### src/rtl/usm_pkg.sv
// shared constants and types for the uv sphere mesh point block
package usm_pkg;

  localparam int CNT_W      = 9;
  localparam int RAD_W      = 16;
  localparam int POS_W      = 17;
  localparam int NRM_W      = 16;
  localparam int TEX_W      = 17;
  localparam int IDX_W      = 17;
  localparam int CFG_IDX_W  = 3;
  localparam int CFG_DATA_W = 16;

  localparam int MAX_SEGMENTS_U_DEF = 256;
  localparam int MAX_SEGMENTS_V_DEF = 256;

  // divider: numerator 4*n*half_pi plus rounding, denominator up to 2*511
  localparam int DIV_NUM_W = 42;
  localparam int DIV_DEN_W = 10;
  localparam int DIV_LAT   = DIV_NUM_W;

  // residual angles and trig magnitudes, Q30
  localparam int TRIG_W    = 31;
  localparam int ANG_W     = 33;
  localparam int SIN_STEPS = 6;
  localparam int SIN_LAT   = 3 * SIN_STEPS + 3;
  localparam int SQ_W      = 32;
  localparam int RCP_W     = 30;

  localparam logic [TRIG_W-1:0] ONE_Q30     = 31'h4000_0000;
  localparam logic [TRIG_W-1:0] HALF_PI_Q30 = 31'd1686629713;

  localparam logic [7:0] SIN_DIV [SIN_STEPS] = '{8'd156, 8'd110, 8'd72, 8'd42, 8'd20, 8'd6};
  localparam logic [RCP_W-1:0] SIN_RECIP [SIN_STEPS] = '{
    30'((64'd1 << 32) / 64'd156),
    30'((64'd1 << 32) / 64'd110),
    30'((64'd1 << 32) / 64'd72),
    30'((64'd1 << 32) / 64'd42),
    30'((64'd1 << 32) / 64'd20),
    30'((64'd1 << 32) / 64'd6)
  };

  typedef enum logic [CFG_IDX_W-1:0] {
    CFG_SEG_U     = 3'd0,
    CFG_SEG_V     = 3'd1,
    CFG_RADIUS    = 3'd2,
    CFG_MIRROR_S  = 3'd3,
    CFG_MIRROR_T  = 3'd4,
    CFG_INWARD    = 3'd5,
    CFG_REV_WIND  = 3'd6
  } cfg_idx_t;

  localparam logic KIND_VERTEX = 1'b0;
  localparam logic KIND_INDEX  = 1'b1;

endpackage

### src/rtl/usm_div.sv
// pipelined restoring divider, one quotient bit per stage
module usm_div #(
  parameter int NUM_W = usm_pkg::DIV_NUM_W,
  parameter int DEN_W = usm_pkg::DIV_DEN_W
) (
  input  logic             clk,
  input  logic             en,
  input  logic [NUM_W-1:0] num_i,
  input  logic [DEN_W-1:0] den_i,
  output logic [NUM_W-1:0] quo_o
);

  // numerator bits shift out at the top while quotient bits shift in below
  logic [NUM_W-1:0] num_r [NUM_W];
  logic [DEN_W-1:0] rem_r [NUM_W];

  for (genvar s = 0; s < NUM_W; s++) begin : g_stage
    logic [NUM_W-1:0] num_in;
    logic [DEN_W-1:0] rem_in;
    logic [DEN_W:0]   trial;
    logic             ge;

    if (s == 0) begin : g_first
      assign num_in = num_i;
      assign rem_in = '0;
    end else begin : g_next
      assign num_in = num_r[s-1];
      assign rem_in = rem_r[s-1];
    end

    assign trial = {rem_in, num_in[NUM_W-1]};
    assign ge    = (trial >= {1'b0, den_i});

    always_ff @(posedge clk) begin
      if (en) begin
        num_r[s] <= {num_in[NUM_W-2:0], ge};
        rem_r[s] <= ge ? DEN_W'(trial - {1'b0, den_i}) : DEN_W'(trial);
      end
    end
  end

  assign quo_o = num_r[NUM_W-1];

endmodule

### config.mk
export PLATFORM = sky130hd
export DESIGN_NAME = usm_div
export DESIGN_NICKNAME = d
export VERILOG_FILES = /design/src/rtl/usm_pkg.sv /design/src/rtl/usm_div.sv
export SDC_FILE = /design/constraint.sdc
export NUM_CORES = 2
export LEC_CHECK = 0
export BUFFER_PORTS_ARGS = -buffer_cell sky130_fd_sc_hd__buf_2
export CORE_ASPECT_RATIO = 1.1
export CORE_MARGIN = 1.5
export CORE_UTILIZATION = 57
export CTS_CLUSTER_SIZE = 30
export DETAILED_ROUTE_END_ITERATION = 16
export PLACE_DENSITY = 0.76
export SETUP_SLACK_MARGIN = 0.2
export SYNTH_ARGS = -nofsm -noshare
export SYNTH_HDL_FRONTEND = slang
export SYNTH_SLANG_ARGS = --single-unit
### constraint.sdc
create_clock -name clk -period 6.9 [get_ports clk]
set_clock_uncertainty 0.05 [all_clocks]
set_input_delay 2.07 -clock clk [delete_from_list [all_inputs] [get_ports clk]]
set_output_delay 2.07 -clock clk [all_outputs]
set_load 0.005 [all_outputs]
### Word-level counts from Yosys, hierarchy flattened

Memory sizes are Yosys's and may differ from the RTL's.
Cells that the tools add are included.

| storage, ports and cells | value |
|---|---|
| register bits after elaboration | 0 |
| RAM bits | 2184 |
| input port bits | 54 |
| output and inout port bits | 42 |
| memories kept | 2 |

Memory list:

| memory | words | bits a word | rd ports | clocked after Yosys merged registers in | wr ports | line | text |
|---|---|---|---|---|---|---|---|
| num_r | 42 | 42 | 42 | 0 | 42 | usm_div.sv:14 | `logic [NUM_W-1:0] num_r [NUM_W];` |
| rem_r | 42 | 10 | 41 | 0 | 42 | usm_div.sv:15 | `logic [DEN_W-1:0] rem_r [NUM_W];` |

| cells by class | value |
|---|---|
| add/subtract/negate cells | 42 |
| order comparisons | 42 |
| mux-type cells | 44 |

Operator list:

| cell | count |
|---|---|
| $ge A11 B10 Y1 | 41 |
| $mux W10 | 42 |
| $sub A10 B10 Y10 | 41 |
| $ge A1 B10 Y1 | 1 |
| $sub A1 B10 Y10 | 1 |
| $mux W1 | 2 |

### Longest topological paths before layout

An unclocked memory read counts as a cell.

| depth | value |
|---|---|
| depth in word-level cells | 3 |
| mapped depth | 9 |
| mapped depth without buffers | 9 |

### Worst setup path before layout

No wires, ideal clock.

| timing | value |
|---|---|
| path type | input to register |
| start point | input den_i[1] |
| end point | memory rem_r[1][42] in the netlist's numbering (data pin) |
| library setup time | 260 ps |
| arrival | 6309 ps |
| data required time | 6590 ps |
| path slack | 281 ps |
| stages | 9 |
| buffers on the path | 1 |
| cell sequence | clkbuf_1 inv_1 ha_1 nand3_1 nor4_1 a2111oi_1 o21a_2 inv_4 mux2_4 |

RTL lines:

| item | line | text |
|---|---|---|
| start, declared | usm_div.sv:9 | `input logic [DEN_W-1:0] den_i,` |
| end, declared | usm_div.sv:15 |  |

==> results.md <==
- Run status: finished, final reports clean
- Iteration-0 DRC count of the detailed router: 2951
- First-pass GRT wire length: 217.9 mm
- Hold Path Class: reg2reg
- PortBufs: 95
- Die X: 377.1 um
- DRT Pass-1 Iters: 5
- Number of I/O pins: 96
- Critical path type: in2reg
- Yosys cell types: 47
- Tot GR Track Use: 17.50%
- CTS tree: done
- Finished Layout Cells: 7435
- # Post-CTS Setup Buffers: 0
- Worst skew pair latency: 830 ps
- Ys Warns: 0
- Worst Hold Launch: num_r[14][4]
- ANT cells: 0
- Largest family of logic cells by synthesized area: adder cells
- Slew margin rel.: 28.21%
- H-tree levels: 4
- Compound-Gate Fraction of Synth Area: 6.506%
- Root Buffer: clkbuf_16
- Clock sinks: 2174
- Max Clk Rate: 0.2044 GHz
- Clock network fraction of total power: 28.1%
- GRT overflow: 0
- WL final: 135.6 mm
- Crit path DAT: 5400 ps
- WHS: 333.0 ps
- Fraction of registers with async set or reset after synthesis: 0%
- Slew Limit Fails: 0
- Post-Place Cell Area: 0.09134 mm2
- Sequential share of power: 45.0%
- Final setup fails: 0
- Tcrit/Tclk final: 70.89%
- Worst Max-Slew Pin Slew: 1070 ps
- Row count: 150
- Post-synth EDFFs: 2174
- Pin count of the biggest net entering global routing: 196
- DP Worst Slack: 1177 ps
- Number of buffers created by CTS: 203
- CTS clk-pin slew, worst paths: 60 ps
- Sum Neg Setup Slack: 0 ps
- Fin nets: 5719
- DR vias: 41670
- Hold worst-path end: num_r[14][47]
- Syn Inst Count: 4865
- R2r endpoint: rem_r[4][68]
- P_sw: 11.43 mW
- Total power: 40.71 mW
- Initial Util: 57.57%
- Die area: 0.1563 mm2
- Vias in the first global route: 42240
- RSZ-0062 raised after global routing: no
- Worst Path Max Fanout: 25
- XOR/XNOR Fraction of Synth Area: 2.805%
- Worst Setup Start Kind: input pin
- Switching share of power: 28.07%
- Setup WS post-layout: 2009 ps
- Hold path depth: 0
- Worst IR Drop VDD: 272.0 uV
- Core Region: 0.1524 mm2
- Bufs on Longest Clock Path: 3
- Die height: 414.5 um
- DP Cell Count: 7060
- Mux cell area share after synthesis: 4.994%
- Top_reg_cell synth: edfxtp_1
- Area growth from synthesis to layout: 12.07%
- Synth Area in Simple Gates: 3.713%
- WL/cell: 18.24 um
- Final Core Density: 64.52%
- Register area share after synthesis: 74.41%
- Adder-cell share of the synthesized area: 6.788%
- Hold buffer count at cts: 0
- Cell area power density: 414.0 mW/mm2
- GPL Wtd Cong: 0.9001
- Post-CTS Resized: 0
- Share of cells above drive strength 1: 13.58%
- Detail Route Antenna Nets: 0
- Minimum clock period: 4891 ps
- #FFs+latches synth: 2174
- CP required: 7410 ps
- Initial antenna violation count: 0
- Residual DRC: 0
- Worst R2R Start: num_r[18][83]
- Final Hold Vio Count: 0
- Leakage power: 35.41 nW
- Final HPWL DP: 81.98 mm
- Fin area: 0.09833 mm2
- Syn_area_per_cell: 18.03 um2
- Vias/cell: 5.604
- Crit. End Element: register
- Mapped Area: 0.08774 mm2
- Worst Reg-to-Reg Cells: 9
- P_int: 29.28 mW
- Syn Nets: 5371
- R2r setup slk: 4190 ps
- Max-cap violations: 0
- Combinational share of power: 26.9%
==> cell type report <==
cell class | count | area, um2
Sequential cell | 2174 | 65280
Fill cell | 10400 | 54070
Multi-Input combinational cell | 2517 | 21760
Clock buffer | 241 | 5244
Tap cell | 2052 | 2567
Clock inverter | 134 | 1744
Timing Repair Buffer | 144 | 1036
Inverter | 173 | 690.7
==> power groups by stage <==
stage / Sequential (mW) / Clock [mW] / Combinational (mW)
CTS: 18.4 / 11.8 / 10.9
detailed placement: 18.6 / 0 / 10.9
global placement: 18.6 / 0 / 10.5
global route: 18.5 / 12.3 / 12.1
finish: 18.3 / 11.4 / 10.9
floorplan: 18.1 / 0 / 8.75
==> worst max path at each step <==
stage	startpoint	end	slack (ps)	cells after the start
floorplan	den_i[1]	rem_r[1][42]	280	9
global placement	den_i[3]	rem_r[3][64]	1180	10
detailed placement	den_i[6]	rem_r[4][77]	1180	10
CTS	den_i[6]	rem_r[0][24]	2080	10
global route	den_i[6]	rem_r[0][48]	1890	10
finish	den_i[6]	rem_r[0][24]	2010	10
==> layer usage <==
metal  GRT usage [%]  wire, um  vias to the layer above
met1           22.58     57960                    20620
li1                -         -                    19960
met3           3.102      4940                      314
met4           7.053      4823                        0
met2           29.43     67900                      779
met5               0         0                        -
==> cells in the mapped netlist (80+ instances only) <==
cell,count,share of area [%]
a21o_1,86,0.74
nand2_1,185,0.79
xnor2_1,201,2.0
mux2_4,98,1.7
nor4_1,85,0.61
a21oi_1,214,1.2
inv_1,133,0.57
nor2_1,117,0.50
xor2_1,80,0.80
mux2_1,183,2.3
o21ai_0,82,0.47
ha_1,412,5.9
edfxtp_1,2174,74
==> flip-flops by register name, summed over array words and instances (netlist names) <==
signal	flops
num_r	1764
rem_r	410
==> layout by cell type, fill, tap and decap left out, types with 44 or more instances in the layout <==
| cell | n |
|---|---|
| nand2_1 | 185 |
| clkinv_1 | 46 |
| nor4_1 | 85 |
| buf_2 | 93 |
| ha_1 | 412 |
| nor2b_1 | 44 |
| xor2_1 | 80 |
| clkbuf_16 | 204 |
| xnor2_1 | 201 |
| mux2_1 | 183 |
| a21oi_1 | 214 |
| edfxtp_1 | 2174 |
| mux2_4 | 98 |
| o21a_1 | 54 |
| nor2_1 | 117 |
| nand3_1 | 69 |
| a21o_1 | 86 |
| o21ai_0 | 82 |
| o31a_1 | 44 |
| inv_1 | 124 |
==> worst max-delay path, cell delays in order <==
cell and delay, ps:
buf_2 100, clkinv_1 790, buf_12 540, ha_1 380, nand2_2 120, nor4_1 60, a2111oi_1 570, o21a_2 310
inv_4 90, mux2_4 300
==> kinds of logic (layout without fill, tap and decap cells) <==
| kind of cell | after synthesis | after routing |
|---|---|---|
| xor+xnor | 281 | 281 |
| buf+inv | 174 | 692 |
| simple gates | 638 | 638 |
| compound gates | 785 | 785 |
| flops | 2174 | 2174 |
| mux | 361 | 361 |
| fa+ha+maj | 452 | 452 |
Power figures use the tool's default switching activity.
